`src/rtl/cfmws_pkg.sv`:
```
// Package of the framed memory write sequencer: request and frame types,
// register numbers, frame step codes and the CRC-8 helper. No dependencies.
package cfmws_pkg;

  localparam int MAX_BYTES = 32;
  localparam int COUNT_W   = 6;
  localparam int JOB_DEPTH = 2;

  localparam logic [7:0] REG_SUB_LO   = 8'h3E;
  localparam logic [7:0] REG_SUB_HI   = 8'h3F;
  localparam logic [7:0] REG_BUF_BASE = 8'h40;
  localparam logic [7:0] REG_BUF_SUM  = 8'h60;
  localparam logic [7:0] REG_BUF_LEN  = 8'h61;
  localparam logic [7:0] WRITE_FLAG   = 8'h80;
  localparam logic [15:0] SUB_ENTER   = 16'h0090;
  localparam logic [15:0] SUB_EXIT    = 16'h0092;
  localparam logic [7:0] LEN_EXTRA    = 8'd4;
  localparam logic [7:0] CRC_POLY     = 8'h07;

  localparam logic STATUS_OK      = 1'b0;
  localparam logic STATUS_DROPPED = 1'b1;

  typedef struct packed {
    logic [7:0]  data_byte;
    logic [15:0] address;
    logic        last_byte;
    logic        config_update;
  } item_t;

  typedef struct packed {
    logic [7:0] frame_command;
    logic [7:0] frame_value;
    logic [7:0] frame_crc;
    logic       status;
    logic       last_frame;
  } frame_t;

  // Frames of one request, in the order they leave.
  typedef enum logic [3:0] {
    STEP_ENTER_LO,
    STEP_ENTER_HI,
    STEP_ADDR_LO,
    STEP_ADDR_HI,
    STEP_BODY,
    STEP_SUM,
    STEP_LEN,
    STEP_EXIT_LO,
    STEP_EXIT_HI
  } step_t;

  localparam int NUM_STEPS = 9;

  typedef logic [NUM_STEPS-1:0] step_mask_t;

  // Classified request handed from the front to the back.
  typedef struct packed {
    step_mask_t         steps;
    logic [15:0]        address;
    logic [7:0]         data_byte;
    logic [COUNT_W-1:0] index;
    logic               drop;
    logic [7:0]         sum_value;
    logic [7:0]         len_value;
  } job_t;

  typedef logic [15:0][7:0] crc_cols_t;

  // One byte through the CRC register, initial value given.
  function automatic logic [7:0] crc8_byte(input logic [7:0] start);
    logic [7:0] c;
    c = start;
    for (int k = 0; k < 8; k++) begin
      c = c[7] ? ({c[6:0], 1'b0} ^ CRC_POLY) : {c[6:0], 1'b0};
    end
    return c;
  endfunction

  // CRC of a two-byte message is linear in its bits: one column per bit.
  // Columns 0..7 belong to the second byte, 8..15 to the first.
  function automatic crc_cols_t crc_cols();
    crc_cols_t cols;
    for (int i = 0; i < 8; i++) begin
      cols[i]     = crc8_byte(8'(1 << i));
      cols[i + 8] = crc8_byte(crc8_byte(8'(1 << i)));
    end
    return cols;
  endfunction

  localparam crc_cols_t CRC_COLS = crc_cols();

  function automatic logic [7:0] crc8_pair(input logic [7:0] first_byte,
                                           input logic [7:0] second_byte);
    logic [7:0] c;
    c = 8'h00;
    for (int i = 0; i < 8; i++) begin
      if (second_byte[i]) c = c ^ CRC_COLS[i];
      if (first_byte[i])  c = c ^ CRC_COLS[i + 8];
    end
    return c;
  endfunction

endpackage

```
`src/rtl/cfmws_queue.sv`:
```
// Short request queue between the front and the back of the sequencer.
// Depends on cfmws_pkg (job_t, JOB_DEPTH).
module cfmws_queue (
  input  logic             clk,
  input  logic             rst,
  input  logic             wr_en,
  input  cfmws_pkg::job_t  wr_job,
  output logic             full,
  input  logic             rd_en,
  output cfmws_pkg::job_t  rd_job,
  output logic             empty
);

  localparam int PTR_W = (cfmws_pkg::JOB_DEPTH > 1) ? $clog2(cfmws_pkg::JOB_DEPTH) : 1;
  localparam int CNT_W = $clog2(cfmws_pkg::JOB_DEPTH + 1);
  localparam logic [PTR_W-1:0] PTR_LAST = PTR_W'(cfmws_pkg::JOB_DEPTH - 1);
  localparam logic [CNT_W-1:0] CNT_FULL = CNT_W'(cfmws_pkg::JOB_DEPTH);

  cfmws_pkg::job_t  slots [cfmws_pkg::JOB_DEPTH];
  logic [PTR_W-1:0] wr_ptr;
  logic [PTR_W-1:0] rd_ptr;
  logic [CNT_W-1:0] count;

  logic do_wr;
  logic do_rd;

  assign full   = (count == CNT_FULL);
  assign empty  = (count == '0);
  assign do_wr  = wr_en && !full;
  assign do_rd  = rd_en && !empty;
  assign rd_job = slots[rd_ptr];

  always_ff @(posedge clk) begin
    if (do_wr) begin
      slots[wr_ptr] <= wr_job;
    end
  end

  always_ff @(posedge clk) begin
    if (rst) begin
      wr_ptr <= '0;
      rd_ptr <= '0;
      count  <= '0;
    end else begin
      if (do_wr) begin
        wr_ptr <= (wr_ptr == PTR_LAST) ? '0 : wr_ptr + 1'b1;
      end
      if (do_rd) begin
        rd_ptr <= (rd_ptr == PTR_LAST) ? '0 : rd_ptr + 1'b1;
      end
      if (do_wr && !do_rd) begin
        count <= count + 1'b1;
      end else if (do_rd && !do_wr) begin
        count <= count - 1'b1;
      end
    end
  end

endmodule

```
`src/rtl/cfmws_front.sv`:
```
// Front of the sequencer: accepts input bytes, tracks the block state and
// classifies each request into a job for the queue. Depends on cfmws_pkg.
module cfmws_front (
  input  logic             clk,
  input  logic             rst,
  input  logic             accept,
  input  cfmws_pkg::item_t item,
  output cfmws_pkg::job_t  job
);

  localparam logic [cfmws_pkg::COUNT_W-1:0] COUNT_MAX =
    cfmws_pkg::COUNT_W'(cfmws_pkg::MAX_BYTES);

  logic                            in_block;
  logic [cfmws_pkg::COUNT_W-1:0]   byte_count;
  logic [7:0]                      running_sum;
  logic                            wrap_mode;
  logic                            overflowed;

  logic                            first;
  logic [cfmws_pkg::COUNT_W-1:0]   cur_count;
  logic [7:0]                      cur_sum;
  logic                            cur_wrap;
  logic                            cur_ovf;
  logic                            drop;
  logic [cfmws_pkg::COUNT_W-1:0]   count_after;
  logic [7:0]                      sum_after;
  logic                            ovf_after;
  logic                            tail;

  always_comb begin
    first     = !in_block;
    cur_count = first ? '0 : byte_count;
    cur_sum   = first ? (item.address[7:0] + item.address[15:8]) : running_sum;
    cur_wrap  = first ? item.config_update : wrap_mode;
    cur_ovf   = first ? 1'b0 : overflowed;

    drop        = (cur_count >= COUNT_MAX);
    count_after = drop ? cur_count : cur_count + 1'b1;
    sum_after   = drop ? cur_sum : cur_sum + item.data_byte;
    ovf_after   = cur_ovf || drop;
    tail        = item.last_byte && !ovf_after;

    job.steps                          = '0;
    job.steps[cfmws_pkg::STEP_ENTER_LO] = first && cur_wrap;
    job.steps[cfmws_pkg::STEP_ENTER_HI] = first && cur_wrap;
    job.steps[cfmws_pkg::STEP_ADDR_LO]  = first;
    job.steps[cfmws_pkg::STEP_ADDR_HI]  = first;
    job.steps[cfmws_pkg::STEP_BODY]     = 1'b1;
    job.steps[cfmws_pkg::STEP_SUM]      = tail;
    job.steps[cfmws_pkg::STEP_LEN]      = tail;
    job.steps[cfmws_pkg::STEP_EXIT_LO]  = item.last_byte && cur_wrap;
    job.steps[cfmws_pkg::STEP_EXIT_HI]  = item.last_byte && cur_wrap;

    job.address   = item.address;
    job.data_byte = item.data_byte;
    job.index     = cur_count;
    job.drop      = drop;
    job.sum_value = ~sum_after;
    job.len_value = 8'(count_after) + cfmws_pkg::LEN_EXTRA;
  end

  always_ff @(posedge clk) begin
    if (rst) begin
      in_block    <= 1'b0;
      byte_count  <= '0;
      running_sum <= '0;
      wrap_mode   <= 1'b0;
      overflowed  <= 1'b0;
    end else if (accept) begin
      in_block    <= !item.last_byte;
      byte_count  <= item.last_byte ? '0 : count_after;
      running_sum <= sum_after;
      wrap_mode   <= cur_wrap;
      overflowed  <= item.last_byte ? 1'b0 : ovf_after;
    end
  end

endmodule

```
`src/rtl/cfmws_back.sv`:
```
// Back of the sequencer: walks the frames of the queue head, one per cycle
// while the output register is free or popped, builds command, value and
// CRC, and holds the output frame register. Depends on cfmws_pkg.
module cfmws_back (
  input  logic              clk,
  input  logic              rst,
  input  cfmws_pkg::job_t   head,
  input  logic              head_empty,
  output logic              head_pop,
  output cfmws_pkg::frame_t frame,
  output logic              empty,
  input  logic              pop
);

  cfmws_pkg::step_mask_t done;
  cfmws_pkg::step_mask_t done_next;
  logic                  frame_valid;

  cfmws_pkg::step_mask_t pending;
  cfmws_pkg::step_mask_t sel_bit;
  cfmws_pkg::step_t      sel;
  logic                  load;
  logic                  emit;
  logic                  final_step;
  logic [7:0]            cmd;
  logic [7:0]            value;
  logic                  status;
  cfmws_pkg::frame_t     frame_next;

  // Pick the earliest step still to send for the head request.
  always_comb begin
    pending = head.steps & ~done;
    sel     = cfmws_pkg::STEP_BODY;
    for (int i = cfmws_pkg::NUM_STEPS - 1; i >= 0; i--) begin
      if (pending[i]) sel = cfmws_pkg::step_t'(4'(i));
    end
    sel_bit    = cfmws_pkg::step_mask_t'(1) << sel;
    final_step = ((pending & ~sel_bit) == '0);
  end

  always_comb begin
    status = cfmws_pkg::STATUS_OK;
    unique case (sel)
      cfmws_pkg::STEP_ENTER_LO: begin
        cmd   = cfmws_pkg::REG_SUB_LO;
        value = cfmws_pkg::SUB_ENTER[7:0];
      end
      cfmws_pkg::STEP_ENTER_HI: begin
        cmd   = cfmws_pkg::REG_SUB_HI;
        value = cfmws_pkg::SUB_ENTER[15:8];
      end
      cfmws_pkg::STEP_ADDR_LO: begin
        cmd   = cfmws_pkg::REG_SUB_LO;
        value = head.address[7:0];
      end
      cfmws_pkg::STEP_ADDR_HI: begin
        cmd   = cfmws_pkg::REG_SUB_HI;
        value = head.address[15:8];
      end
      cfmws_pkg::STEP_BODY: begin
        cmd   = cfmws_pkg::REG_BUF_BASE + 8'(head.index);
        value = head.data_byte;
      end
      cfmws_pkg::STEP_SUM: begin
        cmd   = cfmws_pkg::REG_BUF_SUM;
        value = head.sum_value;
      end
      cfmws_pkg::STEP_LEN: begin
        cmd   = cfmws_pkg::REG_BUF_LEN;
        value = head.len_value;
      end
      cfmws_pkg::STEP_EXIT_LO: begin
        cmd   = cfmws_pkg::REG_SUB_LO;
        value = cfmws_pkg::SUB_EXIT[7:0];
      end
      cfmws_pkg::STEP_EXIT_HI: begin
        cmd   = cfmws_pkg::REG_SUB_HI;
        value = cfmws_pkg::SUB_EXIT[15:8];
      end
      default: begin
        cmd   = '0;
        value = '0;
      end
    endcase

    cmd = cmd | cfmws_pkg::WRITE_FLAG;

    // A dropped byte leaves as an all-zero frame flagged in status.
    if (sel == cfmws_pkg::STEP_BODY && head.drop) begin
      cmd    = '0;
      value  = '0;
      status = cfmws_pkg::STATUS_DROPPED;
    end

    frame_next.frame_command = cmd;
    frame_next.frame_value   = value;
    frame_next.frame_crc     = cfmws_pkg::crc8_pair(cmd, value);
    frame_next.status        = status;
    frame_next.last_frame    = final_step;
  end

  // Load the output register when it is free or being taken this cycle.
  always_comb begin
    load      = !frame_valid || pop;
    emit      = load && !head_empty;
    head_pop  = emit && final_step;
    done_next = done;
    if (emit) begin
      done_next = final_step ? '0 : (done | sel_bit);
    end
  end

  assign empty = !frame_valid;

  always_ff @(posedge clk) begin
    if (rst) begin
      done        <= '0;
      frame_valid <= 1'b0;
    end else begin
      done <= done_next;
      if (load) begin
        frame_valid <= emit;
      end
    end
  end

  always_ff @(posedge clk) begin
    if (emit) begin
      frame <= frame_next;
    end
  end

endmodule

```
`src/rtl/crc_framed_memory_write_sequencer.sv`:
```
// Top level of the CRC-framed data-memory write sequencer.
// Depends on cfmws_pkg, cfmws_front, cfmws_queue and cfmws_back.
//
//   channel  | handshake            | payload
//   ---------+----------------------+-------------------------------------------
//   input    | push / full          | item  : data_byte, address, last_byte,
//            |                      |         config_update
//   result   | empty / pop          | frame : frame_command, frame_value,
//            |                      |         frame_crc, status, last_frame
//
// Each input request yields one to nine frames; the back sends one frame per
// cycle while the output register is free or being popped. The front takes
// a request every cycle while the two-entry job queue has room, so a new
// byte is taken while older frames still leave. Reset (rst, synchronous)
// ends any open block, empties the queue and the output register. A stalled
// pop holds the output frame; a full queue holds off push.
module crc_framed_memory_write_sequencer (
  input  logic              clk,
  input  logic              rst,
  input  logic              push,
  output logic              full,
  input  cfmws_pkg::item_t  item,
  output logic              empty,
  input  logic              pop,
  output cfmws_pkg::frame_t frame
);

  logic            accept;
  cfmws_pkg::job_t front_job;
  cfmws_pkg::job_t head_job;
  logic            head_empty;
  logic            head_pop;

  // Take a request whenever the queue can hold its job.
  assign accept = push && !full;

  // Classify the request and advance the block state.
  cfmws_front u_front (
    .clk    (clk),
    .rst    (rst),
    .accept (accept),
    .item   (item),
    .job    (front_job)
  );

  // Decouple classification from frame generation.
  cfmws_queue u_queue (
    .clk    (clk),
    .rst    (rst),
    .wr_en  (accept),
    .wr_job (front_job),
    .full   (full),
    .rd_en  (head_pop),
    .rd_job (head_job),
    .empty  (head_empty)
  );

  // Expand the head job into frames; drop it from the queue after its last.
  cfmws_back u_back (
    .clk        (clk),
    .rst        (rst),
    .head       (head_job),
    .head_empty (head_empty),
    .head_pop   (head_pop),
    .frame      (frame),
    .empty      (empty),
    .pop        (pop)
  );

endmodule

```
`config.mk`:
```
export PLATFORM = sky130hd
export DESIGN_NAME = crc_framed_memory_write_sequencer
export DESIGN_NICKNAME = d
export VERILOG_FILES = /design/src/rtl/cfmws_pkg.sv /design/src/rtl/cfmws_queue.sv /design/src/rtl/cfmws_front.sv /design/src/rtl/cfmws_back.sv /design/src/rtl/crc_framed_memory_write_sequencer.sv
export SDC_FILE = /design/constraint.sdc
export NUM_CORES = 1
export LEC_CHECK = 0
export BUFFER_PORTS_ARGS = -buffer_cell sky130_fd_sc_hd__clkbuf_2
export CORE_MARGIN = 2
export CORE_UTILIZATION = 50
export DETAILED_ROUTE_END_ITERATION = 7
export GPL_ROUTABILITY_DRIVEN = 0
export GPL_TIMING_DRIVEN = 0
export PLACE_DENSITY = 0.71
export SYNTH_ARGS = -nofsm -noshare
export SYNTH_HDL_FRONTEND = slang
export SYNTH_SLANG_ARGS = --single-unit
```
`constraint.sdc`:
```
create_clock -name clk -period 4 [get_ports clk]
set_clock_uncertainty 0.1 [all_clocks]
set_input_delay 0.8 -clock clk [delete_from_list [all_inputs] [get_ports clk]]
set_output_delay 0.8 -clock clk [all_outputs]
set_load 0.01 [all_outputs]
```
==> flow_summary.json <==
{
  "io_pins": 58,
  "async_flop_share": 0,
  "cts_tree": "done",
  "hp-class": "register to register",
  "slowest_stage": "fa_1",
  "ys_warn_count": 0,
  "worstPathArrival_ns": 3.93,
  "grt_pass1_vias": 5133,
  "timing.slew.headroom": 0.313,
  "final_common_cell": "edfxtp_1",
  "dr.pass1.iters": 5,
  "syn_inst": 634,
  "cts_sinks": 156,
  "cts_root_buf": "clkbuf_16",
  "cp.required_ns": 4.08,
  "place_hpwl_mm": 12.8,
  "finalWirelength_mm": 17.5,
  "dp.cells": 881,
  "grt_overflow": 0,
  "synth_edf_count": 124,
  "dieArea_mm2": 0.0165,
  "path_clk_slew_ns": 0.06,
  "drv_cap": 0,
  "cts-buffers-inserted": 17,
  "drtIter0Drc": 510,
  "drv_slew": 0,
  "crit_path_start": "item[2]",
  "final_cell_mix": "edfxtp_1 (124), nor2_1 (61), clkbuf_2 (58)",
  "layout.cells.non_filler": 912,
  "synth.distinct_cells": 69,
  "ant_nets": 0,
  "min_period_over_period": 0.961,
  "drive_above_1_share": 0.199,
  "crit_path_max_fanout": 3,
  "die_h_um": 128,
  "cp-start-kind": "input port",
  "hold_violations": 0,
  "area_growth_pct": 15.2,
  "ys_seq_elements": 156,
  "core-area_mm2": 0.0151,
  "p_total_w": 0.00483,
  "cts_buffer_depth": 2,
  "gr-usage-all-layers": 0.219,
  "drc": 0,
  "max_freq_mhz": 260,
  "worst_path_most_repeated_cell": "a21oi_1",
  "grt_pass1_wl_mm": 27.0,
  "die_w_um": 128,
  "worstSetupEndpointType": "register",
  "crit_family": "compound AO/OA/AOI/OAI gates",
  "post-route-util": 0.588,
  "wl_per_cell_um": 19.2,
  "path_buf_inv": 1,
  "min_period_ns": 3.84,
  "outcome": "finished, final reports clean",
  "rows": 45,
  "worstSetupPathType": "input port to register",
  "antenna_found_initial": 0,
  "worstSkewPairLatency_ns": 0.44,
  "numPortBuffers": 57,
  "grt_max_degree": 33,
  "ys_seq_area_frac": 0.565,
  "nNetsFinal": 761,
  "syn-num-nets": 684,
  "netlist_area_mm2": 0.00773,
  "leakagePower_nw": 3.30,
  "vias": 5281,
  "diodes": 0,
  "setup_violations": 0,
  "rr_startpoint": "u_front.in_block",
  "post_cts_buffers": 0,
  "vdd_drop_max_mv": 0.304,
  "synth_area_per_cell_um2": 12.2,
  "p_per_area_mw_per_mm2": 543,
  "start_util": 0.510,
  "worst_slew_pin_slew_ns": 1.03,
  "htreeDepth": 4,
  "routed_via_density": 5.79,
  "ys.flop_type": "edfxtp_1",
  "path_cells": "clkbuf_2 > ha_1 > fa_1 > mux2_2 > ha_1 > a21o_1 > a21oi_1 > o21bai_1 > a21oi_1 > o21bai_1 > a21oi_2 > mux2i_2 > and2_1 > o21a_1 > a21oi_1",
  "rsz0062_at_grt": "no",
  "min_from": "u_front.wrap_mode",
  "crit_path_max_incr_delay_ns": 0.44
}
## final cells by class
| cell class | instances | area, µm² |
|---|---|---|
| Clock inverter | 15 | 171 |
| Sequential cell | 156 | 4360 |
| Multi-Input combinational cell | 428 | 3160 |
| Tap cell | 188 | 235 |
| Clock buffer | 17 | 425 |
| Fill cell | 1210 | 6240 |
| Inverter | 28 | 108 |
| Timing Repair Buffer | 59 | 325 |
| Buffer | 21 | 115 |
## kinds of logic after synthesis
kind of cell / share of synthesized area
buffers and inverters: 0.0291
AND/OR/NAND/NOR: 0.0987
multiplexers: 0.0866
flip-flops: 0.565
AO/OA/AOI/OAI: 0.131
XOR/XNOR: 0.0544
adder cells (fa/ha/maj): 0.0356
## registers in the layout (all words and copies together) (netlist names), 2 cells and up, named ones only
name and flops:
u_queue.slots 98, u_front.byte_count 6, u_back.done 9, u_queue.count 2, u_front.running_sum 8, u_back.frame 26
## stage by stage
stage                     area, µm²  worst slack [ns]  hold WS (ns)  setup TNS (ns)
after global routing           8900            0.0252         0.413               0
after detailed placement       8300            -0.397         0.375           -1.11
final                          8900             0.157         0.388               0
after global placement         8250             -1.18         0.367          -58.27
after floorplan                7730             0.164         0.354               0
after CTS                      8900            0.0126         0.385               0
## metal layers
layer  vias to the layer above  routed length, µm  track usage
met5                         -                  0            0
met4                         0                426        0.101
met3                        38               1090       0.0449
met2                       193               8540        0.362
met1                      2565               7480        0.277
li1                       2485                  -            -
## report_power, final
group / internal (W) / switching [W]
Sequential: 0.00204 / 0.0000730
Combinational: 0.000426 / 0.000649
Clock: 0.000979 / 0.000665
Total: 0.00344 / 0.00139
## what timing repair did
item / 4_1_cts / 5_1_grt
resized for setup: 1 / 2
setup endpoints to repair: 3 / 3
hold buffers: 0 / 0
hold endpoints to repair: 0 / 0
## worst paths after layout
check,endpoint,slack [ns],cells after the start
worst max-delay path,u_queue.slots[0][14],0.16,15
worst min-delay path,u_front.wrap_mode,0.39,2
worst max register to register,u_queue.slots[0][14],0.22,13
worst min register to register,u_front.wrap_mode,0.39,2
## cells in the mapped netlist (10+ instances only)
library cell | instances | area (µm²)
edfxtp_1 | 124 | 3720
nor2_1 | 62 | 233
mux2i_1 | 41 | 410
nand2_1 | 36 | 135
o21ai_0 | 34 | 170
xnor2_1 | 34 | 298
a21oi_1 | 32 | 160
dfxtp_1 | 32 | 641
inv_1 | 27 | 101
ha_1 | 18 | 225
mux2_2 | 15 | 169
xor2_1 | 14 | 123
nor3_1 | 12 | 60.1
a211oi_1 | 10 | 75.1
and2_1 | 10 | 62.6
## worst reg2reg max path: stages (launching register included)
cell      delay (ns)
dfxtp_1         0.58
clkbuf_2        0.36
clkbuf_1        0.36
o21ai_0         0.16
ha_1            0.34
a21oi_1         0.24
o21bai_1        0.13
a21oi_1         0.23
o21bai_1        0.11
a21oi_2         0.27
mux2i_2         0.29
and2_1          0.18
o21a_1          0.13
a21oi_1         0.05
No activity file was read; power rests on OpenSTA's default activity.
